==> src/rtl/bsfp4_pkg.sv <==
// shared types, constants and decode functions of the fp4 operand expander
package bsfp4_pkg;

  // matrix geometry and scale store sizing
  localparam int unsigned MaxDim     = 1024;
  localparam int unsigned ScaleBlock = 32;  // power of two
  localparam int unsigned PosW       = $clog2(MaxDim);
  localparam int unsigned DimW       = PosW + 1;
  localparam int unsigned ScaleShift = $clog2(ScaleBlock);
  localparam int unsigned BlocksMax  = (MaxDim + ScaleBlock - 1) / ScaleBlock;
  localparam int unsigned BlockW     = $clog2(BlocksMax) + 1;
  localparam int unsigned CodesMax   = MaxDim * BlocksMax;
  localparam int unsigned CodeIdxW   = $clog2(CodesMax);
  localparam int unsigned FillW      = CodeIdxW + 1;
  localparam int unsigned StoreDepth = CodesMax / 4;
  localparam int unsigned StoreAddrW = $clog2(StoreDepth);
  localparam int unsigned ByteW      = 8;
  localparam int unsigned NibW       = 4;
  localparam int unsigned ValueW     = 7;

  // queue between front and back, depth is a power of two
  localparam int unsigned QueueDepth = 4;
  localparam int unsigned QPtrW      = $clog2(QueueDepth);
  localparam int unsigned QCntW      = QPtrW + 1;

  // configuration port
  localparam int unsigned PaddrW = 4;
  localparam int unsigned PdataW = 32;
  localparam logic [1:0] RegMode = 2'd0;
  localparam logic [1:0] RegRows = 2'd1;
  localparam logic [1:0] RegCols = 2'd2;

  localparam logic [1:0] ModeRow = 2'd0;
  localparam logic [1:0] ModeCol = 2'd1;

  typedef enum logic [1:0] {
    OpScale    = 2'd0,
    OpMantissa = 2'd1,
    OpRestart  = 2'd2
  } opcode_e;

  typedef struct packed {
    logic [PosW-1:0] row;
    logic [PosW-1:0] col;
  } pos_t;

  // one candidate element as classified by the front
  typedef struct packed {
    logic [NibW-1:0] nib;
    pos_t            pos;
    logic            last;
    logic [1:0]      sub;
  } slot_req_t;

  typedef struct packed {
    logic [1:0]      mask;
    logic            use_scale;
    slot_req_t [1:0] slot;
  } elem_req_t;

  typedef struct packed {
    logic signed [ValueW-1:0] value;
    pos_t                     pos;
    logic                     last;
  } elem_t;

  typedef struct packed {
    logic [1:0]  mask;
    elem_t [1:0] slot;
  } queue_entry_t;

  typedef struct packed {
    logic             full;
    logic             r_valid;
    logic [QCntW-1:0] count;
  } back_status_t;

  // e2m1 codes for 0.5 and 1.5 of either sign and for negative zero are rejected
  function automatic logic e2m1_ok(logic [NibW-1:0] nib);
    logic ok;
    case (nib)
      4'h1, 4'h3, 4'h8, 4'h9, 4'hB: ok = 1'b0;
      default:                      ok = 1'b1;
    endcase
    return ok;
  endfunction

  function automatic logic signed [NibW-1:0] e2m1_value(logic [NibW-1:0] nib);
    logic signed [NibW-1:0] v;
    case (nib)
      4'h2:    v = 4'sd1;
      4'h4:    v = 4'sd2;
      4'h5:    v = 4'sd3;
      4'h6:    v = 4'sd4;
      4'h7:    v = 4'sd6;
      4'hA:    v = -4'sd1;
      4'hC:    v = -4'sd2;
      4'hD:    v = -4'sd3;
      4'hE:    v = -4'sd4;
      4'hF:    v = -4'sd6;
      default: v = 4'sd0;
    endcase
    return v;
  endfunction

endpackage

==> src/rtl/bsfp4_front.sv <==
// front: configuration registers, byte intake, scale fill and element classification
module bsfp4_front (
  input  logic                                 clk_i,
  input  logic                                 rst_ni,
  input  logic                                 psel,
  input  logic                                 penable,
  input  logic                                 pwrite,
  input  logic [bsfp4_pkg::PaddrW-1:0]         paddr,
  input  logic [bsfp4_pkg::PdataW-1:0]         pwdata,
  output logic [bsfp4_pkg::PdataW-1:0]         prdata,
  output logic                                 pready,
  input  logic                                 in_valid_i,
  output logic                                 in_stall_o,
  input  logic [1:0]                           opcode_i,
  input  logic [bsfp4_pkg::ByteW-1:0]          key_byte_i,
  input  logic                                 queue_full_i,
  output logic                                 wr_en_o,
  output logic [bsfp4_pkg::StoreAddrW-1:0]     wr_addr_o,
  output logic [bsfp4_pkg::ByteW-1:0]          wr_data_o,
  output logic                                 rd_en_o,
  output logic [bsfp4_pkg::StoreAddrW-1:0]     rd_addr0_o,
  output logic [bsfp4_pkg::StoreAddrW-1:0]     rd_addr1_o,
  output logic                                 req_valid_o,
  output bsfp4_pkg::elem_req_t                 req_o
);

  localparam int unsigned PosW   = bsfp4_pkg::PosW;
  localparam int unsigned DimW   = bsfp4_pkg::DimW;
  localparam int unsigned FillW  = bsfp4_pkg::FillW;
  localparam int unsigned IdxW   = bsfp4_pkg::CodeIdxW;
  localparam int unsigned BlockW = bsfp4_pkg::BlockW;
  localparam int unsigned NibW   = bsfp4_pkg::NibW;

  function automatic logic [IdxW-1:0] code_index(logic col_mode, bsfp4_pkg::pos_t p,
                                                 logic [BlockW-1:0] blocks,
                                                 logic [DimW-1:0] cols);
    logic [PosW-1:0]      a;
    logic [DimW-1:0]      b;
    logic [PosW-1:0]      c;
    logic [PosW+DimW-1:0] prod;
    if (col_mode) begin
      a = p.row >> bsfp4_pkg::ScaleShift;
      b = cols;
      c = p.col;
    end else begin
      a = p.row;
      b = DimW'(blocks);
      c = p.col >> bsfp4_pkg::ScaleShift;
    end
    prod = a * b + (PosW + DimW)'(c);
    return prod[IdxW-1:0];
  endfunction

  function automatic bsfp4_pkg::pos_t advance(bsfp4_pkg::pos_t p, logic end_row);
    bsfp4_pkg::pos_t n;
    if (end_row) begin
      n.row = p.row + PosW'(1);
      n.col = '0;
    end else begin
      n.row = p.row;
      n.col = p.col + PosW'(1);
    end
    return n;
  endfunction

  function automatic logic at_row_end(bsfp4_pkg::pos_t p, logic [DimW-1:0] cols);
    return ({1'b0, p.col} + DimW'(1)) >= cols;
  endfunction

  function automatic logic at_last_row(bsfp4_pkg::pos_t p, logic [DimW-1:0] rows);
    return ({1'b0, p.row} + DimW'(1)) >= rows;
  endfunction

  logic [1:0]       mode_q;
  logic [DimW-1:0]  rows_q, cols_q;
  logic [FillW-1:0] fill_q, fill_d;
  bsfp4_pkg::pos_t  pos_q, pos_d;
  logic             done_q, done_d;

  logic             cfg_wr, accept;
  logic [DimW-1:0]  rows_c, cols_c;
  logic [DimW:0]    cols_rnd, rows_rnd;
  logic [BlockW-1:0] col_blocks, row_blocks;
  logic [FillW-1:0] need, remain;
  logic             use_scale, col_mode, fill_short;
  logic             take_scale, take_man, restart;

  logic [NibW-1:0]  nib0, nib1;
  bsfp4_pkg::pos_t  pos_a, pos_b, pos1, pos_c;
  logic             end_a, last_a, end_b, last_b, end1, last1;
  logic             act0, act1, done_mid;
  logic [IdxW-1:0]  idx_a, idx_b, idx1;

  assign pready = 1'b1;
  assign cfg_wr = psel && penable && pwrite;

  always_ff @(posedge clk_i or negedge rst_ni) begin
    if (!rst_ni) begin
      mode_q <= bsfp4_pkg::ModeRow;
      rows_q <= DimW'(bsfp4_pkg::MaxDim);
      cols_q <= DimW'(bsfp4_pkg::MaxDim);
    end else if (cfg_wr) begin
      unique case (paddr[3:2])
        bsfp4_pkg::RegMode: mode_q <= pwdata[1:0];
        bsfp4_pkg::RegRows: rows_q <= pwdata[DimW-1:0];
        bsfp4_pkg::RegCols: cols_q <= pwdata[DimW-1:0];
        default: ;
      endcase
    end
  end

  always_comb begin
    unique case (paddr[3:2])
      bsfp4_pkg::RegMode: prdata = bsfp4_pkg::PdataW'(mode_q);
      bsfp4_pkg::RegRows: prdata = bsfp4_pkg::PdataW'(rows_q);
      bsfp4_pkg::RegCols: prdata = bsfp4_pkg::PdataW'(cols_q);
      default:            prdata = '0;
    endcase
  end

  // dimensions clamped to 1..MaxDim, then codes needed per mode
  always_comb begin
    if (rows_q == '0) rows_c = DimW'(1);
    else if (rows_q > DimW'(bsfp4_pkg::MaxDim)) rows_c = DimW'(bsfp4_pkg::MaxDim);
    else rows_c = rows_q;
    if (cols_q == '0) cols_c = DimW'(1);
    else if (cols_q > DimW'(bsfp4_pkg::MaxDim)) cols_c = DimW'(bsfp4_pkg::MaxDim);
    else cols_c = cols_q;
    cols_rnd   = {1'b0, cols_c} + (DimW + 1)'(bsfp4_pkg::ScaleBlock - 1);
    rows_rnd   = {1'b0, rows_c} + (DimW + 1)'(bsfp4_pkg::ScaleBlock - 1);
    col_blocks = BlockW'(cols_rnd >> bsfp4_pkg::ScaleShift);
    row_blocks = BlockW'(rows_rnd >> bsfp4_pkg::ScaleShift);
    col_mode   = (mode_q == bsfp4_pkg::ModeCol);
    use_scale  = (mode_q == bsfp4_pkg::ModeRow) || col_mode;
    if (mode_q == bsfp4_pkg::ModeRow) need = FillW'(rows_c) * FillW'(col_blocks);
    else if (col_mode) need = FillW'(row_blocks) * FillW'(cols_c);
    else need = '0;
  end

  assign in_stall_o = queue_full_i;
  assign accept     = in_valid_i && !in_stall_o;
  assign fill_short = fill_q < need;
  assign remain     = need - fill_q;
  assign take_scale = accept && (opcode_i == bsfp4_pkg::OpScale) && fill_short;
  assign take_man   = accept && (opcode_i == bsfp4_pkg::OpMantissa) && !fill_short;
  assign restart    = accept && (opcode_i == bsfp4_pkg::OpRestart);

  // fill stays a multiple of four until the final partial byte
  assign wr_en_o   = take_scale;
  assign wr_addr_o = fill_q[bsfp4_pkg::StoreAddrW+1:2];
  assign wr_data_o = key_byte_i;

  // low nibble first, the high nibble sees the position the low one leaves
  always_comb begin
    nib0     = key_byte_i[NibW-1:0];
    nib1     = key_byte_i[2*NibW-1:NibW];
    pos_a    = pos_q;
    end_a    = at_row_end(pos_a, cols_c);
    last_a   = end_a && at_last_row(pos_a, rows_c);
    pos_b    = advance(pos_a, end_a);
    end_b    = at_row_end(pos_b, cols_c);
    last_b   = end_b && at_last_row(pos_b, rows_c);
    act0     = !done_q && bsfp4_pkg::e2m1_ok(nib0);
    done_mid = done_q || (act0 && last_a);
    act1     = !done_mid && bsfp4_pkg::e2m1_ok(nib1);
    pos1     = act0 ? pos_b : pos_a;
    end1     = act0 ? end_b : end_a;
    last1    = act0 ? last_b : last_a;
    pos_c    = advance(pos1, end1);
    idx_a    = code_index(col_mode, pos_a, col_blocks, cols_c);
    idx_b    = code_index(col_mode, pos_b, col_blocks, cols_c);
    idx1     = act0 ? idx_b : idx_a;
  end

  always_comb begin
    req_o.mask           = {act1, act0};
    req_o.use_scale      = use_scale;
    req_o.slot[0].nib    = nib0;
    req_o.slot[0].pos    = pos_a;
    req_o.slot[0].last   = last_a;
    req_o.slot[0].sub    = idx_a[1:0];
    req_o.slot[1].nib    = nib1;
    req_o.slot[1].pos    = pos1;
    req_o.slot[1].last   = last1;
    req_o.slot[1].sub    = idx1[1:0];
  end

  assign req_valid_o = take_man && (act0 || act1);
  assign rd_en_o     = req_valid_o;
  assign rd_addr0_o  = idx_a[IdxW-1:2];
  assign rd_addr1_o  = idx1[IdxW-1:2];

  always_comb begin
    fill_d = fill_q;
    pos_d  = pos_q;
    done_d = done_q;
    if (restart) begin
      fill_d = '0;
      pos_d  = '0;
      done_d = 1'b0;
    end else if (take_scale) begin
      fill_d = (remain >= FillW'(4)) ? fill_q + FillW'(4) : need;
    end else if (take_man) begin
      if (act1) begin
        pos_d = last1 ? pos1 : pos_c;
      end else if (act0) begin
        pos_d = last_a ? pos_a : pos_b;
      end
      done_d = done_q || (act0 && last_a) || (act1 && last1);
    end
  end

  always_ff @(posedge clk_i or negedge rst_ni) begin
    if (!rst_ni) begin
      fill_q <= '0;
      pos_q  <= '0;
      done_q <= 1'b0;
    end else begin
      fill_q <= fill_d;
      pos_q  <= pos_d;
      done_q <= done_d;
    end
  end

endmodule

==> config.mk <==
export PLATFORM = sky130hd
export DESIGN_NAME = bsfp4_front
export DESIGN_NICKNAME = d
export VERILOG_FILES = /design/src/rtl/bsfp4_pkg.sv /design/src/rtl/bsfp4_front.sv
export SDC_FILE = /design/constraint.sdc
export NUM_CORES = 1
export LEC_CHECK = 0
export ABC_CLOCK_PERIOD_IN_PS = 11000
export BUFFER_PORTS_ARGS = -buffer_cell sky130_fd_sc_hd__buf_4
export CORE_UTILIZATION = 40
export DETAILED_ROUTE_END_ITERATION = 10
export GPL_TIMING_DRIVEN = 0
export SLEW_MARGIN = 20
export SYNTH_ARGS = -nofsm -noshare
export SYNTH_HDL_FRONTEND = slang
export SYNTH_SLANG_ARGS = --single-unit
==> constraint.sdc <==
create_clock -name clk_i -period 11 [get_ports clk_i]
set_clock_uncertainty 0.1 [all_clocks]
set_input_delay 0.55 -clock clk_i [delete_from_list [all_inputs] [get_ports clk_i]]
set_output_delay 0.55 -clock clk_i [all_outputs]
set_load 0.005 [all_outputs]
After elaboration in Yosys (flattened, before gate mapping)
Index checks and enable logic that the tools add are counted.
W data, S select, Z words.
- muxes and demuxes: 33
- add/subtract/negate cells: 14
- $lt $le $gt $ge: 8
- reductions and logical operators: 38
- multipliers: 4
- equality and inequality tests: 17
- operator list (kind ; number):
    $mux W20 ; 10
    $mux W16 ; 5
    $mux W11 ; 5
    $add A10 B1 Y11 const B ; 4
    $ge A11 B11 Y1 ; 4
    $add A10 B1 Y10 const B ; 4
    $mux W10 ; 4
    $pmux W11 S3 ; 1
    $add A15 B10 Y15 ; 2
    $mul A10 B11 Y15 ; 2
    $eq A4 B4 Y1 const B ; 6
    $add A11 B5 Y11 const B ; 2
    $gt A11 B11 Y1 const B ; 2
    $logic_not A11 Y1 ; 2
    $add A16 B3 Y16 const B ; 1
    $ge A16 B3 Y1 const B ; 1
    $lt A16 B16 Y1 ; 1
    $mul A11 B6 Y16 ; 1
    $mul A6 B11 Y16 ; 1
    $sub A16 B16 Y16 ; 1
    $logic_and A1 B1 Y1 ; 15
    $mux W15 ; 1
    $reduce_or A5 Y1 ; 2
    $eq A4 B1 Y1 const B ; 2
    other kinds (13) ; 35
- input port bits: 53
- register bits: 61

Depth between registers and ports, before layout
- depth after elaboration: 14
- gate-level depth with buffers: 36
- depth with buffers taken out: 34

Least setup slack after synthesis
No wires, ideal clock.
- path type: register to output
- start point: register cols_q[6]
- end point: output port rd_addr1_o[12] (netlist bit)
- cell stages (with the launch flop): 33
- data arrival time: 8.015 ns
- path buffers: 4
- path slack: 2.335 ns
- required time: 10.350 ns
- cell sequence: dfrtp_1 clkbuf_1 or4_1 nor3_1 o21ai_0 inv_1 ha_1 nor2b_1 o21ai_0 and3_1 clkbuf_2 nor2_1 clkbuf_1 nor2_1 xor2_1 clkbuf_1 nand2_1 fa_1 inv_1 fa_1 inv_1 fa_1 inv_1 fa_1 fa_1 ha_1 or3_1 o211a_1 o21a_1 o21a_1 o41ai_1 xnor2_1 mux2_2
- cells in the longest elaborated chain, start to end: 9
- elaborated cells between the ends (all ways): 15
- ends and longest elaborated chain (element ; line ; text):
    start: declaration ; bsfp4_front.sv:75 ; logic [DimW-1:0] rows_q, cols_q;
    start signal: assignment ; bsfp4_front.sv:101 ; cols_q <= DimW'(bsfp4_pkg::MaxDim);
    start signal: assignment ; bsfp4_front.sv:106 ; bsfp4_pkg::RegCols: cols_q <= pwdata[DimW-1:0];
    $gt A11 B11 Y1 ; bsfp4_front.sv:127 ; else if (cols_q > DimW'(bsfp4_pkg::MaxDim)) cols_c = DimW'(bsfp4_pkg::MaxDim);
    $mux W11 ; bsfp4_front.sv:127 ;
    $mux W11 * ; bsfp4_front.sv:126 ; if (cols_q == '0) cols_c = DimW'(1);
    $ge A11 B11 Y1 ; bsfp4_front.sv:67 ; return ({1'b0, p.col} + DimW'(1)) >= cols;
    $mux W20 ; bsfp4_front.sv:56 ; if (end_row) begin
    $mux W10 ; bsfp4_front.sv:41 ; if (col_mode) begin
    $mul A10 B11 Y15 ; bsfp4_front.sv:50 ; prod = a * b + (PosW + DimW)'(c);
    $add A15 B10 Y15 ; bsfp4_front.sv:50 ;
    $mux W15 * ; bsfp4_front.sv:172 ; idx1 = act0 ? idx_b : idx_a;
    end: declaration ; bsfp4_front.sv:22 ; output logic [bsfp4_pkg::StoreAddrW-1:0] rd_addr1_o,
Mark *: on every way between the ends. The rest lies on a longest branch, timed or not.

Worst setup path in the final report
- start point: register pos_q (netlist bit req_o[4])
- end point: output port rd_addr1_o[12] (netlist bit)
- cells in the longest elaborated chain, start to end: 7
- elaborated cells between the ends (all ways): 11
- ends and longest elaborated chain (element ; line ; text):
    start: declaration ; bsfp4_front.sv:77 ; bsfp4_pkg::pos_t pos_q, pos_d;
    start signal: assignment ; bsfp4_front.sv:220 ; pos_q <= pos_d;
    $add A10 B1 Y11 ; bsfp4_front.sv:67 ;
    $ge A11 B11 Y1 ; bsfp4_front.sv:67 ;
    $mux W20 ; bsfp4_front.sv:56 ;
    $mux W10 ; bsfp4_front.sv:41 ;
    $mul A10 B11 Y15 ; bsfp4_front.sv:50 ;
    $add A15 B10 Y15 ; bsfp4_front.sv:50 ;
    $mux W15 * ; bsfp4_front.sv:172 ;
Marks and branches as above.

==> out/metrics.yaml <==
crit_buf_inv: 7
grt_pass1_vias: 17038
die-area_mm2: 0.04588
cp.required_ns: 10.35
slowest_delay_ns: 0.55
path_max_fanout: 10
start_util_pct: 40.64
die_w_um: 214.2
clk_latency_ns: 0.38
vias: 17122
pin_count: 194
crit-reg2reg-launch: "rows_q[10]$_DFFE_PN1P_"
cp.arrival_ns: 9.80
critical_path_class: "reg2out"
worst_r2r_endpoint: "fill_q[11]$_DFFE_PN0P_"
ant_nets: 0
drive_gt1_share_pct: 11.88
p_leak_nw: 10.00
route.detailed.drc: 0
irDropWorstVdd_mv: 0.1138
fin_setup_tns_ns: 0
fin_nets: 2953
post-cts-setup-buffer-count: 0
cp_slowest_cell: "dfrtp_1"
drt_wl_total_um: 60750
syn_to_final_growth_pct: 12.83
coreArea_mm2: 0.04432
ys_seq_area_share_pct: 8.490
n_antenna_cell: 0
yosysWarnings: 0
power_density_mw_per_mm2: 157.6
cts_max_level: 3
drt_iter0_markers: 1288
drv_slew: 0
rsz0062_at_grt: "no"
status: "completed"
port_buffers: 147
synth_area_per_cell_um2: 7.783
clock.fmax_mhz: 95.66
async_reset_ff_share_pct: 100.0
start_kind: "flip-flop"
crit_top_cell: "fa_1"
firstDrtPassIters: 5
cts_buffers: 9
hold_ws_ns: 0.1521
dp_hpwl_um: 50440
wl_per_cell_um: 19.59
syn_area_mm2: 0.01801
clock-sinks: 61
cts_max_path_buffers: 2
antenna_found_initial: 0
utilization_pct: 45.85
grt_max_degree: 62
die_height_um: 214.2
synth-seq-cells: 61
worst_pin_slew_ns: 1.096
setup_viol: 0
post-route-period-util_pct: 95.03
synth_edf_count: 0
maxCapViolCount: 0
hold_class: "in2async"
slew_headroom_pct: 26.69
cp-end-kind: "primary output"
nFillCells: 4566
row_count: 77
hold_violations: 0
ys_types: 92
place_congestion: 0.9409
grt_overflow: 0
r2r_cells: 30
cts_hold_buf: 0
path_clk_slew_ns: 0.07
grt_usage_pct: 26.68
synthCells: 2314
ys.flop_type: "dfrtp_1"
min_period_ns: 10.45
root_buffer: "clkbuf_16"
cts_tree: "built"
final_common_cell: "inv_1"
avgViaCountPerCell: 5.521
layout_common_cells: "inv_1, nor2_1, nand2_1"
finalPower_mw: 3.203
grt_pass1_wl_um: 96000
critical_path.top_delay_family: "adder cells"
r2r_slack_ns: 1.52
-- worst reg2reg max path: cells and delay by family (launching register included) --
kind                     cells  cell delay [ns]
AO/OA/AOI/OAI               11             3.03
XOR/XNOR                     1             0.20
adder cells (fa/ha/maj)      5             2.39
buffers and inverters        4             0.91
flip-flops                   1             0.39
multiplexers                 1             0.17
AND/OR/NAND/NOR              8             2.19
-- cells by family (layout without fill, tap and decap cells) --
| family | count (synthesis) | in the layout | synth area share [%] |
|---|---|---|---|
| simple gates | 835 | 835 | 21.56 |
| buf+inv | 480 | 643 | 11.32 |
| fa+ha+maj | 396 | 396 | 36.14 |
| compound gates | 369 | 369 | 13.55 |
| xor+xnor | 125 | 125 | 6.162 |
| flops | 61 | 61 | 8.490 |
| mux | 46 | 46 | 2.737 |
| other cells | 2 | 34 | 0.04170 |
-- metrics by stage --
step           instance area [µm²]  cells  worst slack [ns]
3_5_place_dp                 19970   3085            0.2076
4_1_cts                      20290   3101           0.02843
6_report                     20320   3101            0.5462
5_1_grt                      20320   3101           0.06806
2_1_floorplan                18130   2346             2.335
3_3_place_gp                 19970   3085            0.2733
-- cells in the mapped netlist, types with 41 or more instances --
| master | number | area share, % |
|---|---|---|
| a21oi_1 | 91 | 2.5 |
| clkbuf_1 | 67 | 1.4 |
| dfrtp_1 | 59 | 8.2 |
| xnor2_1 | 86 | 4.2 |
| nand3_1 | 64 | 1.8 |
| nor2_1 | 260 | 5.4 |
| o21ai_0 | 75 | 2.1 |
| and3_1 | 41 | 1.4 |
| fa_1 | 207 | 23 |
| inv_1 | 325 | 6.8 |
| ha_1 | 189 | 13 |
| buf_4 | 59 | 2.5 |
| nand2_1 | 258 | 5.4 |
-- sequential cells by signal, indices dropped and copies added (netlist names) --
signal / count
rows_q: 11
req_o: 20
cols_q: 11
done_q: 1
fill_q: 16
mode_q: 2
-- report_power, final --
part           switching, mW  total, mW  internal, mW
Clock                  0.139      0.318         0.179
Sequential            0.0571      0.316         0.259
Combinational           1.59       2.57         0.977
-- cell type report --
cell class,instances,area (µm²),share of cell area [%]
Timing Repair Buffer,147,1104,5.431
Sequential cell,61,1529,7.524
Tap cell,592,740.7,3.645
Clock inverter,7,82.58,0.4064
Buffer,148,794.5,3.910
Clock buffer,9,225.2,1.108
Inverter,332,1246,6.133
Multi-Input combinational cell,1805,14600,71.84
-- per-layer routing --
layer  wire (µm)  GRT usage (%)  vias to the layer above
li1            -              -                     7929
met1       25970          34.92                     8472
met2       29030          44.98                      621
met3        3899          3.901                      100
met4        1851          8.881                        0
met5           0              0                        -
-- repair_timing --
action                     in CTS  in global routing
hold endpoints to repair        0                  0
resized for setup               1                 10
setup endpoints to repair       1                  4
gates cloned                    0                  0
-- how the worst max path moves through the flow --
| stage | from | to | slack, ns | cells past startpoint |
|---|---|---|---|---|
| floorplan | cols_q[6]$_DFFE_PN0P_ | rd_addr1_o[12] | 2.33 | 32 |
| global placement | cols_q[6]$_DFFE_PN0P_ | rd_addr1_o[12] | 0.27 | 33 |
| detailed placement | cols_q[6]$_DFFE_PN0P_ | rd_addr1_o[12] | 0.21 | 32 |
| CTS | cols_q[6]$_DFFE_PN0P_ | rd_addr1_o[12] | 0.03 | 32 |
| global route | req_o[4]$_DFFE_PN0P_ | rd_addr1_o[12] | 0.07 | 36 |
| finish | req_o[4]$_DFFE_PN0P_ | rd_addr1_o[12] | 0.55 | 33 |
Power figures use the tool's default switching activity.
