**config.mk**
```make
export PLATFORM = sky130hd
export DESIGN_NAME = bsfp4_back
export DESIGN_NICKNAME = d
export VERILOG_FILES = /design/src/rtl/bsfp4_pkg.sv /design/src/rtl/bsfp4_back.sv
export SDC_FILE = /design/constraint.sdc
export NUM_CORES = 1
export LEC_CHECK = 0
export BUFFER_PORTS_ARGS = -buffer_cell sky130_fd_sc_hd__buf_2
export CORE_MARGIN = 5
export CORE_UTILIZATION = 35
export DETAILED_ROUTE_END_ITERATION = 12
export PLACE_DENSITY = 0.61
export SKIP_LAST_GASP = 1
export SYNTH_ARGS = -nofsm -noshare
export SYNTH_HDL_FRONTEND = slang
export SYNTH_SLANG_ARGS = --single-unit
```
**constraint.sdc**
```tcl
create_clock -name clk_i -period 7.8 [get_ports clk_i]
set_clock_uncertainty 0.05 [all_clocks]
set_input_delay 0.39 -clock clk_i [delete_from_list [all_inputs] [get_ports clk_i]]
set_output_delay 0.39 -clock clk_i [all_outputs]
set_load 0.03 [all_outputs]
```
**src/rtl/bsfp4_pkg.sv**
```systemverilog
// shared types, constants and decode functions of the fp4 operand expander
package bsfp4_pkg;

  // matrix geometry and scale store sizing
  localparam int unsigned MaxDim     = 1024;
  localparam int unsigned ScaleBlock = 32;  // power of two
  localparam int unsigned PosW       = $clog2(MaxDim);
  localparam int unsigned DimW       = PosW + 1;
  localparam int unsigned ScaleShift = $clog2(ScaleBlock);
  localparam int unsigned BlocksMax  = (MaxDim + ScaleBlock - 1) / ScaleBlock;
  localparam int unsigned BlockW     = $clog2(BlocksMax) + 1;
  localparam int unsigned CodesMax   = MaxDim * BlocksMax;
  localparam int unsigned CodeIdxW   = $clog2(CodesMax);
  localparam int unsigned FillW      = CodeIdxW + 1;
  localparam int unsigned StoreDepth = CodesMax / 4;
  localparam int unsigned StoreAddrW = $clog2(StoreDepth);
  localparam int unsigned ByteW      = 8;
  localparam int unsigned NibW       = 4;
  localparam int unsigned ValueW     = 7;

  // queue between front and back, depth is a power of two
  localparam int unsigned QueueDepth = 4;
  localparam int unsigned QPtrW      = $clog2(QueueDepth);
  localparam int unsigned QCntW      = QPtrW + 1;

  // configuration port
  localparam int unsigned PaddrW = 4;
  localparam int unsigned PdataW = 32;
  localparam logic [1:0] RegMode = 2'd0;
  localparam logic [1:0] RegRows = 2'd1;
  localparam logic [1:0] RegCols = 2'd2;

  localparam logic [1:0] ModeRow = 2'd0;
  localparam logic [1:0] ModeCol = 2'd1;

  typedef enum logic [1:0] {
    OpScale    = 2'd0,
    OpMantissa = 2'd1,
    OpRestart  = 2'd2
  } opcode_e;

  typedef struct packed {
    logic [PosW-1:0] row;
    logic [PosW-1:0] col;
  } pos_t;

  // one candidate element as classified by the front
  typedef struct packed {
    logic [NibW-1:0] nib;
    pos_t            pos;
    logic            last;
    logic [1:0]      sub;
  } slot_req_t;

  typedef struct packed {
    logic [1:0]      mask;
    logic            use_scale;
    slot_req_t [1:0] slot;
  } elem_req_t;

  typedef struct packed {
    logic signed [ValueW-1:0] value;
    pos_t                     pos;
    logic                     last;
  } elem_t;

  typedef struct packed {
    logic [1:0]  mask;
    elem_t [1:0] slot;
  } queue_entry_t;

  typedef struct packed {
    logic             full;
    logic             r_valid;
    logic [QCntW-1:0] count;
  } back_status_t;

  // e2m1 codes for 0.5 and 1.5 of either sign and for negative zero are rejected
  function automatic logic e2m1_ok(logic [NibW-1:0] nib);
    logic ok;
    case (nib)
      4'h1, 4'h3, 4'h8, 4'h9, 4'hB: ok = 1'b0;
      default:                      ok = 1'b1;
    endcase
    return ok;
  endfunction

  function automatic logic signed [NibW-1:0] e2m1_value(logic [NibW-1:0] nib);
    logic signed [NibW-1:0] v;
    case (nib)
      4'h2:    v = 4'sd1;
      4'h4:    v = 4'sd2;
      4'h5:    v = 4'sd3;
      4'h6:    v = 4'sd4;
      4'h7:    v = 4'sd6;
      4'hA:    v = -4'sd1;
      4'hC:    v = -4'sd2;
      4'hD:    v = -4'sd3;
      4'hE:    v = -4'sd4;
      4'hF:    v = -4'sd6;
      default: v = 4'sd0;
    endcase
    return v;
  endfunction

endpackage

```
**src/rtl/bsfp4_back.sv**
```systemverilog
// back: scale lookup, dequantisation, element queue and output register
module bsfp4_back (
  input  logic                               clk_i,
  input  logic                               rst_ni,
  input  logic                               req_valid_i,
  input  bsfp4_pkg::elem_req_t               req_i,
  input  logic [bsfp4_pkg::ByteW-1:0]        rd_data0_i,
  input  logic [bsfp4_pkg::ByteW-1:0]        rd_data1_i,
  output bsfp4_pkg::back_status_t            status_o,
  output logic                               out_valid_o,
  input  logic                               out_stall_i,
  output logic signed [bsfp4_pkg::ValueW-1:0] element_value_o,
  output logic [bsfp4_pkg::PosW-1:0]         row_index_o,
  output logic [bsfp4_pkg::PosW-1:0]         column_index_o,
  output logic                               last_element_o
);

  localparam int unsigned ValueW = bsfp4_pkg::ValueW;
  localparam int unsigned QPtrW  = bsfp4_pkg::QPtrW;
  localparam int unsigned QCntW  = bsfp4_pkg::QCntW;

  // lookup stage, ram data arrives alongside
  logic                    r_valid_q;
  bsfp4_pkg::elem_req_t    r_req_q;
  logic [bsfp4_pkg::ByteW-1:0] rd_data [2];
  bsfp4_pkg::queue_entry_t entry;

  bsfp4_pkg::queue_entry_t q_mem_q [bsfp4_pkg::QueueDepth];
  logic [QPtrW-1:0]        wr_ptr_q, rd_ptr_q;
  logic [QCntW-1:0]        count_q;
  logic [1:0]              taken_q, taken_d;

  logic                    out_valid_q;
  bsfp4_pkg::elem_t        out_q;

  bsfp4_pkg::queue_entry_t head;
  logic [1:0]              head_mask, pick, rest;
  logic                    load, have, take, pop, push;

  always_ff @(posedge clk_i or negedge rst_ni) begin
    if (!rst_ni) begin
      r_valid_q <= 1'b0;
    end else begin
      r_valid_q <= req_valid_i;
    end
  end

  always_ff @(posedge clk_i) begin
    if (req_valid_i) begin
      r_req_q <= req_i;
    end
  end

  assign rd_data[0] = rd_data0_i;
  assign rd_data[1] = rd_data1_i;

  always_comb begin
    logic [1:0]               code;
    logic signed [ValueW-1:0] ext;
    entry.mask = r_req_q.mask;
    for (int s = 0; s < 2; s++) begin
      code = r_req_q.use_scale ?
             2'(rd_data[s] >> {r_req_q.slot[s].sub, 1'b0}) : 2'd0;
      ext  = ValueW'(bsfp4_pkg::e2m1_value(r_req_q.slot[s].nib));
      entry.slot[s].value = ext <<< code;
      entry.slot[s].pos   = r_req_q.slot[s].pos;
      entry.slot[s].last  = r_req_q.slot[s].last;
    end
  end

  assign push = r_valid_q;

  always_ff @(posedge clk_i) begin
    if (push) begin
      q_mem_q[wr_ptr_q] <= entry;
    end
  end

  // serialise the up to two elements of the head entry
  always_comb begin
    head      = q_mem_q[rd_ptr_q];
    have      = count_q != '0;
    head_mask = head.mask & ~taken_q;
    pick      = head_mask[0] ? 2'b01 : 2'b10;
    rest      = head_mask & ~pick;
    load      = !out_valid_q || !out_stall_i;
    take      = load && have;
    pop       = take && (rest == 2'b00);
    taken_d   = taken_q;
    if (pop) taken_d = 2'b00;
    else if (take) taken_d = taken_q | pick;
  end

  always_ff @(posedge clk_i or negedge rst_ni) begin
    if (!rst_ni) begin
      wr_ptr_q    <= '0;
      rd_ptr_q    <= '0;
      count_q     <= '0;
      taken_q     <= 2'b00;
      out_valid_q <= 1'b0;
    end else begin
      if (push) wr_ptr_q <= wr_ptr_q + QPtrW'(1);
      if (pop) rd_ptr_q <= rd_ptr_q + QPtrW'(1);
      count_q <= count_q + QCntW'(push) - QCntW'(pop);
      taken_q <= taken_d;
      if (load) out_valid_q <= have;
    end
  end

  always_ff @(posedge clk_i) begin
    if (take) begin
      out_q <= head_mask[0] ? head.slot[0] : head.slot[1];
    end
  end

  // the lookup stage holds a credit so the queue never overflows
  assign status_o.r_valid = r_valid_q;
  assign status_o.count   = count_q;
  assign status_o.full    = (count_q + QCntW'(r_valid_q)) >= QCntW'(bsfp4_pkg::QueueDepth);

  assign out_valid_o     = out_valid_q;
  assign element_value_o = out_q.value;
  assign row_index_o     = out_q.pos.row;
  assign column_index_o  = out_q.pos.col;
  assign last_element_o  = out_q.last;

endmodule

```
Word level (Yosys, flattened, before mapping)
Memories as Yosys holds them, arrays and structs flattened. A register that Yosys moved wholly into a read port is not among the register bits.
Cells that the tools add are included.
- bits in writable memories: 232
- memories: 3
- flip-flop bits (word level): 96
- bits of input ports: 77
- output and inout bits: 34
- memory bits (read-only): 128
- memories (memory ; words ; width ; rd ports ; clocked after memory_dff ; wr ports ; line ; source):
    q_mem_q ; 4 ; 58 ; 1 ; 0 ; 1 ; bsfp4_back.sv:28 ; bsfp4_pkg::queue_entry_t q_mem_q [bsfp4_pkg::QueueDepth];
    (name not given) ; 16 ; 4 ; 1 ; 1 ; 0 ; bsfp4_pkg.sv:90 ; case (nib)
    (name not given) ; 16 ; 4 ; 1 ; 1 ; 0 ; bsfp4_pkg.sv:90 ;
- shifts and indexed selects: 4
- muxes and demuxes: 10
- magnitude comparators: 1
- reductions and logical operators: 8
- bitwise gates (word level): 5
- add/sub/neg operators: 4
- operator list (operator ; count):
    two-way mux 28 bit ; 1
    >> shifter 8 x 3 -> 2 bit ; 2
    <<< shifter 4 x 2 -> 7 bit ; 2
    two-way mux 2 bit ; 5
    two-way mux 4 bit ; 2
    adder 2 x 1 -> 2 bit (second input constant) ; 2
    AND 2 bit ; 2
    NOT 2 bit ; 2
    adder 3 x 1 -> 3 bit ; 1
    greater-or-equal comparator 3 bit (second input constant) ; 1
    nonzero test 3 bit ; 1
    subtractor 3 x 1 -> 3 bit ; 1
    logical AND 1 bit ; 2
    logical NOT 1 bit ; 2
    logical NOT 2 bit ; 1
    two-way mux 1 bit ; 2
    OR 2 bit ; 1
    nonzero test 2 bit ; 1
    logical OR 1 bit ; 1

Depth between registers and ports, before layout
Gate-level depths: netlist of the first run.
- word-level depth: 8
- gate-level depth with buffers: 9

Worst setup path before layout of the first run
No wires, ideal clock.
- path type: reg2reg
- start: register count_q[1]
- end: register count_q[2]
- cell stages (with the launch flop): 8
- setup slack: 4.689 ns
- data arrival time: 2.900 ns
- cell sequence: dfrtp_1 -> nor3_1 -> a21oi_1 -> o21ai_2 -> inv_1 -> ha_1 -> ha_1 -> xor2_1
- longest elaborated chain between the ends: 4
- elaborated cells between the ends (all ways): 5
- those cells by class: 2 x add/sub; 3 x reduce/logical
- ends and longest elaborated chain (what ; line ; source):
    start, declared ; bsfp4_back.sv:30 ; logic [QCntW-1:0] count_q;
    start signal, assigned ; bsfp4_back.sv:104 ; count_q <= count_q + QCntW'(push) - QCntW'(pop);
    nonzero test 3 bit ; bsfp4_back.sv:82 ; have = count_q != '0;
    logical AND 1 bit ; bsfp4_back.sv:87 ; take = load && have;
    net take ; bsfp4_back.sv:38 ; logic load, have, take, pop, push;
    logical AND 1 bit ; bsfp4_back.sv:88 ; pop = take && (rest == 2'b00);
    subtractor 3 x 1 -> 3 bit ; bsfp4_back.sv:104 ;
The timed path passes the listed nets, and every way through them passes these cells.
A chain may end at the register's enable or synchronous reset.

Worst setup path in the final report of the first run
- start: register rd_ptr_q[0]
- end: register count_q[2]
- longest elaborated chain between the ends: 8
- ends and longest elaborated chain (what ; line ; source):
    start, declared ; bsfp4_back.sv:29 ; logic [QPtrW-1:0] wr_ptr_q, rd_ptr_q;
    start signal, assigned ; bsfp4_back.sv:103 ; if (pop) rd_ptr_q <= rd_ptr_q + QPtrW'(1);
    memory (4 x 58 bit) * ; -- ;
    AND 2 bit * ; bsfp4_back.sv:83 ; head_mask = head.mask & ~taken_q;
    two-way mux 2 bit ; bsfp4_back.sv:84 ; pick = head_mask[0] ? 2'b01 : 2'b10;
    NOT 2 bit ; bsfp4_back.sv:85 ; rest = head_mask & ~pick;
    AND 2 bit * ; bsfp4_back.sv:85 ;
    logical NOT 2 bit * ; bsfp4_back.sv:88 ;
    logical AND 1 bit * ; bsfp4_back.sv:88 ;
    subtractor 3 x 1 -> 3 bit * ; bsfp4_back.sv:104 ;
Every way passes the cells marked *; elsewhere a longest branch is shown, timed or not.

==> reports/qor.yml, run 1 <==
ant_nets: 0
cp_data_arrival_time_ns: 3.49
synth_fp_nets: 631
post_synth_and_or_nand_nor_area_fraction: 0.0112
die_h_um: 199
final_layout_size_suffix_gt1_frac: 0.354
clk_pin_slew_ns: 0.06
wl_per_cell_um: 18.6
maxCapViolations: 0
slowest_delay_ns: 0.88
routed_wl_um: 22700
wl_met2_um: 11400
hold_path_class: "in -> reg"
tightest_slew_ns: 1.05
fmax_mhz: 322
grt_max_degree: 59
grt_usage: 0.115
place.gp.congestion: 0.666
diodes: 0
area_growth_pct: 22.4
cp-end-kind: "flip-flop"
synthMuxAreaShare: 0.158
clkPwrFrac: 0.299
drv_slew: 0
tns_ns: 0
required_ns: 8.18
intPower_mw: 4.09
whs_ns: 0.0405
hpwlAfterDp_um: 12500
period_needed_ns: 3.11
synth_area_mm2: 0.0125
cp_slowest_cell: "dfrtp_4"
start_util: 0.353
drt_iter0_markers: 231
die_w_um: 199
synth_xor_area_frac: 0.00349
ys_seq_elements: 336
antenna_found_initial: 0
synth_top_cell_by_area: "edfxtp_1"
drc: 0
crit_path_frequent_cell: "ha_1"
slew_headroom: 0.299
grt_pass1_vias: 6208
hold_violations: 0
cp_cell_sequence: "mux4_2, nand2b_2, o21ai_2, inv_1, ha_1, ha_1, xor2_1"
top_layer_used: "met4"
overflow: 0
p_seq_frac: 0.465
critPathKind: "reg -> reg"
swShare: 0.277
grt_pass1_wl_um: 35000
nets: 821
power_switching_mw: 1.57
dieArea_mm2: 0.0397
io_buffers: 110
clk_latency_ns: 0.51
core_mm2: 0.0355
h-tree-depth: 2
numCtsBuffers: 37
synth_seq_area_share: 0.794
num_vias: 5694
synth_adder_area_share: 0.0120
fin_crit_sh: 0.398
status: "complete, no violations"
cts_tree: "built"
syn_inst: 542
drt_first_pass_iters: 6
numClockSinks: 336
cts_setup_buffers: 0
wl_met1_um: 9740
ys_types: 32
cts_root_buf: "clkbuf_16"
crit_fanout: 33
cts_buffer_depth: 3
synth_top_family_by_area: "multiplexers"
p_comb_frac: 0.236
path_buf_inv: 1
ir_worst_vdd_uv: 213
pin_count: 111
synth_area_per_cell_um2: 23.1
rsz0062_at_grt: "no"
via_per_inst: 4.67
path_delay_family: "flip-flops"
synth_top_area_frac: 0.759
setup-violations-final: 0
critPathLaunchType: "flip-flop"
powerDensity_mw_per_mm2: 369
wl_met3_um: 1160
synth_area_leaders: "edfxtp_1 (76%), mux4_2 (10%), mux2_2 (3.1%)"
num_rows: 69
ys_warn_count: 0
leakage_nw: 5.38
synth_compound_area_frac: 0.00758
-- sequential cells by signal, indices dropped and copies added (netlist names), 3 cells and up, named ones only --
signal           flops
r_req_q             13
entry               46
q_mem_q            232
element_value_o      7
column_index_o      10
row_index_o         10
count_q              3
-- cell usage in the layout, fill, tap and decap left out, drive strengths merged --
| master | synthesis | final |
|---|---|---|
| a211oi | 2 | 2 |
| a21oi | 5 | 5 |
| and2 | 4 | 4 |
| buf | 16 | 114 |
| bufinv | 0 | 3 |
| clkbuf | 3 | 47 |
| clkinv | 0 | 13 |
| clkinvlp | 0 | 2 |
| dfrtp | 11 | 11 |
| dfxtp | 8 | 8 |
| dlygate4sd3 | 0 | 56 |
| edfxtp | 317 | 317 |
| ha | 12 | 12 |
| inv | 11 | 12 |
| mux2 | 35 | 35 |
| mux2i | 17 | 17 |
| mux4 | 62 | 62 |
| nand2 | 13 | 13 |
| nand2b | 3 | 3 |
| nor2 | 7 | 7 |
| nor2b | 1 | 1 |
| nor3 | 1 | 1 |
| nor3b | 1 | 1 |
| o211ai | 1 | 1 |
| o21a | 1 | 1 |
| o21ai | 5 | 5 |
| o22ai | 1 | 1 |
| xnor2 | 2 | 2 |
| xor2 | 3 | 3 |
-- stage by stage --
| step | std cells | instance area, µm² | worst slack [ns] | total power [mW] | utilization |
|---|---|---|---|---|---|
| global route | 1220 | 15300 | 4.37 | 5.96 | 0.432 |
| floorplan | 542 | 12500 | 4.69 | 3.66 | - |
| detailed placement | 1098 | 13600 | 4.56 | 4.04 | 0.383 |
| finish | 1220 | 15300 | 4.69 | 5.66 | 0.432 |
| CTS | 1220 | 15300 | 4.56 | 5.78 | 0.432 |
| global placement | 1098 | 13600 | 4.66 | 4.01 | 0.383 |
-- path summary, 6_finish.rpt --
| kind | depth (start not counted) | endpoint | slack, ns | from |
|---|---|---|---|---|
| max | 7 | count_q[2]$_DFF_PN0_ | 4.69 | rd_ptr_q[0]$_DFFE_PN0N_ |
| min | 1 | entry[11]$_DFFE_PP_ | 0.04 | req_i[13] |
| max reg2reg | 7 | count_q[2]$_DFF_PN0_ | 4.69 | rd_ptr_q[0]$_DFFE_PN0N_ |
| min reg2reg | 1 | taken_q[0]$_DFFE_PN0P_ | 0.44 | taken_q[0]$_DFFE_PN0P_ |
| max in group asynchronous | 2 | rd_ptr_q[0]$_DFFE_PN0N_ | 7.22 | rst_ni |
| min in group asynchronous | 2 | rd_ptr_q[0]$_DFFE_PN0N_ | 0.24 | rst_ni |
-- worst reg2reg max path, cell delays in order (launching register included) --
cell and delay, ns:
dfrtp_4 0.88, mux4_2 0.60, nand2b_2 0.75, o21ai_2 0.21, inv_1 0.10, ha_1 0.15, ha_1 0.15, xor2_1 0.14
-- Yosys cell counts --
| cell type | number |
|---|---|
| a211oi_1 | 2 |
| buf_2 | 6 |
| nand2b_1 | 2 |
| mux4_2 | 58 |
| o22ai_1 | 1 |
| clkbuf_1 | 3 |
| inv_1 | 11 |
| buf_6 | 6 |
| xnor2_1 | 2 |
| mux2_2 | 35 |
| a21oi_1 | 5 |
| xor2_1 | 3 |
| ha_1 | 12 |
| nor2_1 | 7 |
| o21ai_0 | 4 |
| edfxtp_1 | 317 |
| nor3b_1 | 1 |
| o21ai_2 | 1 |
| and2_1 | 4 |
| buf_1 | 2 |
| buf_4 | 1 |
| o21a_1 | 1 |
| dfxtp_1 | 8 |
| nand2_1 | 13 |
| nor3_1 | 1 |
| dfrtp_1 | 11 |
| nor2b_1 | 1 |
| buf_8 | 1 |
| mux2i_1 | 17 |
| nand2b_2 | 1 |
| o211ai_2 | 1 |
| mux4_1 | 4 |
-- cells by family after synthesis --
logic type,count (synthesis)
adder cells (fa/ha/maj),12
buffers and inverters,30
XOR/XNOR,5
AO/OA/AOI/OAI,15
flip-flops,336
multiplexers,114
AND/OR/NAND/NOR,30
-- metal layers --
metal | GRT usage | vias to the layer above
met4 | 0.0299 | 0
met5 | 0 | -
met1 | 0.149 | 2908
met2 | 0.198 | 137
li1 | - | 2614
met3 | 0.0260 | 35
-- timing repair --
item,CTS,global route
hold buffers,56,0
gates resized for setup,0,0
endpoints found under the hold margin,66,0
-- power groups by stage --
| stage | registers [mW] | clock network (mW) | logic [mW] |
|---|---|---|---|
| after floorplan | 2.76 | 0 | 0.900 |
| after global placement | 2.67 | 0 | 1.33 |
| after detailed placement | 2.69 | 0 | 1.35 |
| after CTS | 2.65 | 1.75 | 1.38 |
| after global routing | 2.68 | 1.83 | 1.45 |
| final | 2.63 | 1.69 | 1.33 |
-- layout make-up --
| class | instances | area, µm² |
|---|---|---|
| timing repair buffer | 170 | 1140 |
| clock inverter | 19 | 169 |
| fill | 3038 | 20100 |
| tap | 461 | 577 |
| multi-input combinational | 176 | 2430 |
| sequential | 336 | 9960 |
| clock buffer | 47 | 1030 |
| inverter | 11 | 41.3 |
No activity file was read; power rests on OpenSTA's default activity.
==> run 2: changes to the inputs <==
==> constraint.sdc (replaced) <==
create_clock -name clk_i -period 3.1 [get_ports clk_i]
set_clock_uncertainty 0.05 [all_clocks]
set_input_delay 0.155 -clock clk_i [delete_from_list [all_inputs] [get_ports clk_i]]
set_output_delay 0.155 -clock clk_i [all_outputs]
set_load 0.03 [all_outputs]
==> reports/qor.yml, run 2 (synthesized netlist as in run 1, its figures left out) <==
grt_usage: 0.116  # +0.00123
whs_ns: 0.0691  # +0.0286 ns
cts_root_buf: "clkbuf_16"
pin_count: 111  # unchanged
largest_reg_flops: 232  # unchanged
critPathKind: "reg -> reg"
core_mm2: 0.0355  # unchanged
start_util: 0.353  # unchanged
area_growth_pct: 24.1
routed_wl_um: 22800  # +0.40%
numCtsBuffers: 38  # +2.7%
io_buffers: 110  # unchanged
path_delay_family: "multiplexers"
maxCapViolations: 0  # unchanged
r2r_end: "count_q[2]$_DFF_PN0_"
rr_worst_depth: 8  # +1
crit_path_frequent_cell: "ha_1"
clk_pin_slew_ns: 0.06  # about the same
diodes: 0  # unchanged
drt_first_pass_iters: 5  # -1
crit_fanout: 59  # +79%
powerDensity_mw_per_mm2: 937  # +150%
critPathLaunchType: "flip-flop"
fin_crit_sh: 0.739  # +0.341
tns_ns: 0  # unchanged
place.gp.congestion: 0.667  # +0.17%
hpwlAfterDp_um: 13100  # +4.6%
fin_cells: 1232  # +0.98%
drt_iter0_markers: 228  # -1.3%
hold_end: "push$_DFF_PN0_"
min_path_cells: 1  # unchanged
swShare: 0.278  # +0.000733
cp_slowest_cell: "mux4_2"
grt_pass1_wl_um: 34900  # -0.43%
numClockSinks: 336  # unchanged
layout_commonest_cell: "edfxtp_1"
fin_ws_ns: 0.809  # -3.88 ns
wl_per_cell_um: 18.5  # -0.58%
cts-resized-gates: 0  # unchanged
fillers: 3006  # -1.1%
ant_nets: 0  # unchanged
p_comb_frac: 0.248  # +0.012
die_h_um: 199  # unchanged
cts_tree: "built"
drc: 0  # unchanged
period_needed_ns: 2.29  # -0.816 ns
tightest_slew_ns: 0.945  # -0.107 ns
hold_violations: 0  # unchanged
clk_latency_ns: 0.53  # +0.02 ns
dp_slack_ns: 0.767  # -3.79 ns
r2r-start: "rd_ptr_q[0]$_DFFE_PN0N_"
die_w_um: 199  # unchanged
status: "complete, no violations"
cts_buffer_depth: 3  # unchanged
drv_slew: 0  # unchanged
cp_cell_sequence: "buf_12, mux4_2, nand2b_1, o21ai_2, inv_1, ha_1, ha_1, xor2_1"
cp_data_arrival_time_ns: 2.69  # -0.80 ns
postLayoutCoreUtil: 0.439  # +0.00617
stdcell_area_mm2: 0.0156  # +1.4%
slowest_delay_ns: 0.57  # -0.31 ns
min_from: "req_valid_i"
required_ns: 3.50  # -4.68 ns
num_rows: 69  # unchanged
overflow: 0  # unchanged
nets: 832  # +1.3%
reg2reg_setup_slack_ns: 0.81  # -3.88 ns
setup-violations-final: 0  # unchanged
dieArea_mm2: 0.0397  # unchanged
via_per_inst: 4.61  # -1.1%
path_buf_inv: 2  # +1
grt_max_degree: 60  # +1.7%
final_layout_size_suffix_gt1_frac: 0.363  # +0.00875
intPower_mw: 10.5  # +160%
clkPwrFrac: 0.308  # +0.009
power_switching_mw: 4.06  # +160%
h-tree-depth: 2  # unchanged
num_vias: 5685  # -0.16%
slew_headroom: 0.370  # +0.0713
cp-end-kind: "flip-flop"
largest_register: "q_mem_q"
place_area_mm2: 0.0137  # +0.79%
layout_common_cells: "edfxtp_1 (317), buf_2 (109), dlygate4sd3_1 (60), mux4_2 (58), clkbuf_16 (39)"
finalPower_mw: 14.6  # +160%
rsz0062_at_grt: "no"
p_seq_frac: 0.444  # -0.021
fmax_mhz: 437  # +36%
grt_pass1_vias: 6033  # -2.8%
leakage_nw: 5.48  # +1.7%
antenna_found_initial: 0  # unchanged
cts_setup_buffers: 0  # unchanged
hold_path_class: "in -> reg"
dp_cells: 1104  # +0.55%
ir_worst_vdd_uv: 510  # +140%
[run 2: cell types whose count changed in the layout (fill, tap and decap cells not counted), sizes merged]
| cell | delta |
|---|---|
| buf | +6 |
| inv | +1 |
| bufinv | +2 |
| clkbuf | +1 |
| dlygate4sd3 | +4 |
| clkinvlp | +1 |
| clkinv | -3 |
[run 2: worst max path at each step]
stage | start | to | cells after the start | slack, ns
finish | rd_ptr_q[0]$_DFFE_PN0N_ | count_q[2]$_DFF_PN0_ | 8 | 0.81
global route | rd_ptr_q[0]$_DFFE_PN0N_ | count_q[2]$_DFF_PN0_ | 8 | 0.64
CTS | rd_ptr_q[0]$_DFFE_PN0N_ | count_q[2]$_DFF_PN0_ | 8 | 0.75
detailed placement | rd_ptr_q[0]$_DFFE_PN0N_ | count_q[2]$_DFF_PN0_ | 8 | 0.77
global placement | rd_ptr_q[0]$_DFFE_PN0N_ | count_q[2]$_DFF_PN0_ | 8 | 0.81
floorplan | wr_ptr_q[0]$_DFFE_PN0P_ | q_mem_q[2][0]$_DFFE_PP_ | 3 | 0.64
[run 2: layout make-up]
type	count	area [µm²]	share of cell area
Clock buffer	48	1010	0.0649
Clock inverter	20	256	0.0165
Inverter	11	41.3	0.00265
Multi-Input combinational cell	176	2430	0.156
Sequential cell	336	9960	0.640
Tap cell	461	577	0.0371
Timing Repair Buffer	180	1290	0.0830
[run 2: metal layers]
layer	vias to the layer above	GRT usage	share of wire
met2	115	0.193	0.50
met1	2886	0.150	0.43
li1	2640	-	-
met3	44	0.0307	0.047
met4	0	0.0385	0.025
met5	-	0	0
[run 2: power groups by stage]
| stage | clock, mW | combinational (mW) | sequential (mW) |
|---|---|---|---|
| global route | 4.83 | 3.93 | 6.56 |
| global placement | 0 | 3.65 | 6.55 |
| CTS | 4.65 | 3.75 | 6.49 |
| finish | 4.49 | 3.62 | 6.47 |
| floorplan | 0 | 2.27 | 6.93 |
| detailed placement | 0 | 3.68 | 6.58 |
[run 2: repair_timing]
action                                 CTS  global route
endpoints found under the hold margin   73             0
setup endpoints to repair                0             0
hold buffers                            60             0
==> run 3: changes to the inputs <==
==> constraint.sdc (replaced) <==
create_clock -name clk_i -period 2.2 [get_ports clk_i]
set_clock_uncertainty 0.05 [all_clocks]
set_input_delay 0.11 -clock clk_i [delete_from_list [all_inputs] [get_ports clk_i]]
set_output_delay 0.11 -clock clk_i [all_outputs]
set_load 0.03 [all_outputs]
==> reports/qor.yml, run 3 (synthesized netlist as in run 1, its figures left out) <==
setup-violations-final: 0  # unchanged
leakage_nw: 5.52  # +0.73%
powerDensity_mw_per_mm2: 1300  # +39%
cts_tree: "built"
largest_reg_flops: 232  # unchanged
clk_pin_slew_ns: 0.06  # about the same
hold_violations: 0  # unchanged
hold_path_class: "in -> reg"
status: "complete, no violations"
p_comb_frac: 0.258  # +0.010
dieArea_mm2: 0.0397  # unchanged
critPathKind: "reg -> reg"
fin_crit_sh: 0.963  # +0.224
critPathLaunchType: "flip-flop"
h-tree-depth: 2  # unchanged
p_seq_frac: 0.449  # +0.005
dp_cells: 1115  # +1.0%
slew_headroom: 0.600  # +0.231
die_w_um: 199  # unchanged
hpwlAfterDp_um: 13700  # +5.1%
fillers: 3044  # +1.3%
grt_max_degree: 59  # -1.7%
intPower_mw: 14.7  # +40%
ir_worst_vdd_uv: 848  # +66%
required_ns: 2.40  # -1.10 ns
numCtsBuffers: 37  # -2.6%
grt_pass1_vias: 6303  # +4.5%
cp_data_arrival_time_ns: 2.32  # -0.37 ns
layout_common_cells: "edfxtp_1 (317), buf_2 (109), dlygate4sd3_1 (61), mux4_2 (58), clkbuf_16 (38)"
cts_root_buf: "clkbuf_16"
tightest_slew_ns: 0.597  # -0.348 ns
diodes: 0  # unchanged
clk_latency_ns: 0.51  # -0.02 ns
num_vias: 5684  # -0.018%
drt_first_pass_iters: 4  # -1
via_per_inst: 4.58  # -0.82%
drv_slew: 0  # unchanged
numClockSinks: 336  # unchanged
power_switching_mw: 5.64  # +39%
cts_setup_buffers: 0  # unchanged
fin_cells: 1242  # +0.81%
fin_ws_ns: 0.0812  # -0.728 ns
grt_pass1_wl_um: 35400  # +1.6%
crit_fanout: 16  # -73%
ant_nets: 0  # unchanged
largest_register: "q_mem_q"
pin_count: 111  # unchanged
cts_buffer_depth: 3  # unchanged
grt_usage: 0.117  # +0.000285
drc: 0  # unchanged
rsz0062_at_grt: "no"
dp_slack_ns: 0.0792  # -0.688 ns
routed_wl_um: 22900  # +0.28%
start_util: 0.353  # unchanged
maxCapViolations: 0  # unchanged
die_h_um: 199  # unchanged
layout_commonest_cell: "edfxtp_1"
overflow: 0  # unchanged
core_mm2: 0.0355  # unchanged
final_layout_size_suffix_gt1_frac: 0.366  # +0.00303
fmax_mhz: 472  # +8.1%
wl_per_cell_um: 18.4  # -0.52%
num_rows: 69  # unchanged
place.gp.congestion: 0.684  # +2.5%
clkPwrFrac: 0.293  # -0.015
swShare: 0.277  # -0.00143
area_growth_pct: 24.5
io_buffers: 110  # unchanged
period_needed_ns: 2.12  # -0.172 ns
tns_ns: 0  # unchanged
drt_iter0_markers: 217  # -4.8%
nets: 843  # +1.3%
antenna_found_initial: 0  # unchanged
cp-end-kind: "flip-flop"
[run 3: cell types whose count changed in the layout (fill, tap and decap cells not counted), moves of 2 or more]
cell        change
buf_12          +2
clkinv_1        +3
clkbuf_8        +3
bufinv_16       -2
buf_4           +9
clkinv_2        -2
clkinvlp_4      -2
[run 3: final timing paths]
path,from,to,slack [ns],depth (start not counted)
min in group asynchronous,rst_ni,taken_q[1]$_DFFE_PN0P_,0.65,3
worst max-delay path,rd_ptr_q[0]$_DFFE_PN0N_,row_index_o[8]$_DFFE_PP_,0.08,4
worst max register to register,rd_ptr_q[0]$_DFFE_PN0N_,row_index_o[8]$_DFFE_PP_,0.08,4
worst min-delay path,rd_data0_i[7],q_mem_q[3][22]$_DFFE_PP_,0.21,3
worst min register to register,entry[16]$_DFFE_PP_,q_mem_q[2][16]$_DFFE_PP_,0.44,0
max in group asynchronous,rst_ni,rd_ptr_q[0]$_DFFE_PN0N_,1.01,3
[run 3: critical path: stages, from the launching register on]
cell and delay, ns:
dfrtp_4 0.48, mux4_2 0.53, nand2b_2 0.24, buf_12 0.22
mux2_2 0.35
[run 3: power by group through the flow]
stage | Combinational [mW] | Clock (mW) | Sequential [mW]
2_1_floorplan | 3.20 | 0 | 9.73
3_3_place_gp | 5.30 | 0 | 9.27
3_5_place_dp | 5.32 | 0 | 9.30
4_1_cts | 5.42 | 6.16 | 9.18
5_1_grt | 5.73 | 6.46 | 9.27
6_report | 5.26 | 5.97 | 9.14
[run 3: repair_timing]
item,CTS,global route
endpoints found under the setup margin,0,1
endpoints found under the hold margin,84,0
hold buffers,61,0
resized for setup,0,1
[run 3: layer usage]
metal	routed length, µm	share of wire	GRT usage	up-vias
met3	1070	0.047	0.0251	36
met5	0	0	0	-
met2	11600	0.51	0.204	128
met4	475	0.021	0.0301	0
li1	-	-	-	2655
met1	9720	0.42	0.148	2865
[run 3: area by class of cell]
cell class              count  area [µm²]  share of cell area
clock buffers              50        1030              0.0657
flip-flops and latches    336        9960               0.638
inverters                  11        41.3             0.00265
multi-input cells         176        2430               0.156
well taps                 461         577              0.0370
clock inverters            16         164              0.0105
repair buffers            192        1410              0.0903
[run 3: per-stage QoR]
| stage | hold slack (ns) | instance area, µm² | utilization | total power, mW |
|---|---|---|---|---|
| 5_1_grt | 0.233 | 15600 | 0.440 | 21.5 |
| 3_3_place_gp | -0.0304 | 13800 | 0.389 | 14.6 |
| 2_1_floorplan | -0.236 | 12600 | - | 12.9 |
| 6_report | 0.212 | 15600 | 0.440 | 20.4 |
| 3_5_place_dp | -0.0321 | 13800 | 0.389 | 14.6 |
| 4_1_cts | 0.201 | 15600 | 0.440 | 20.8 |
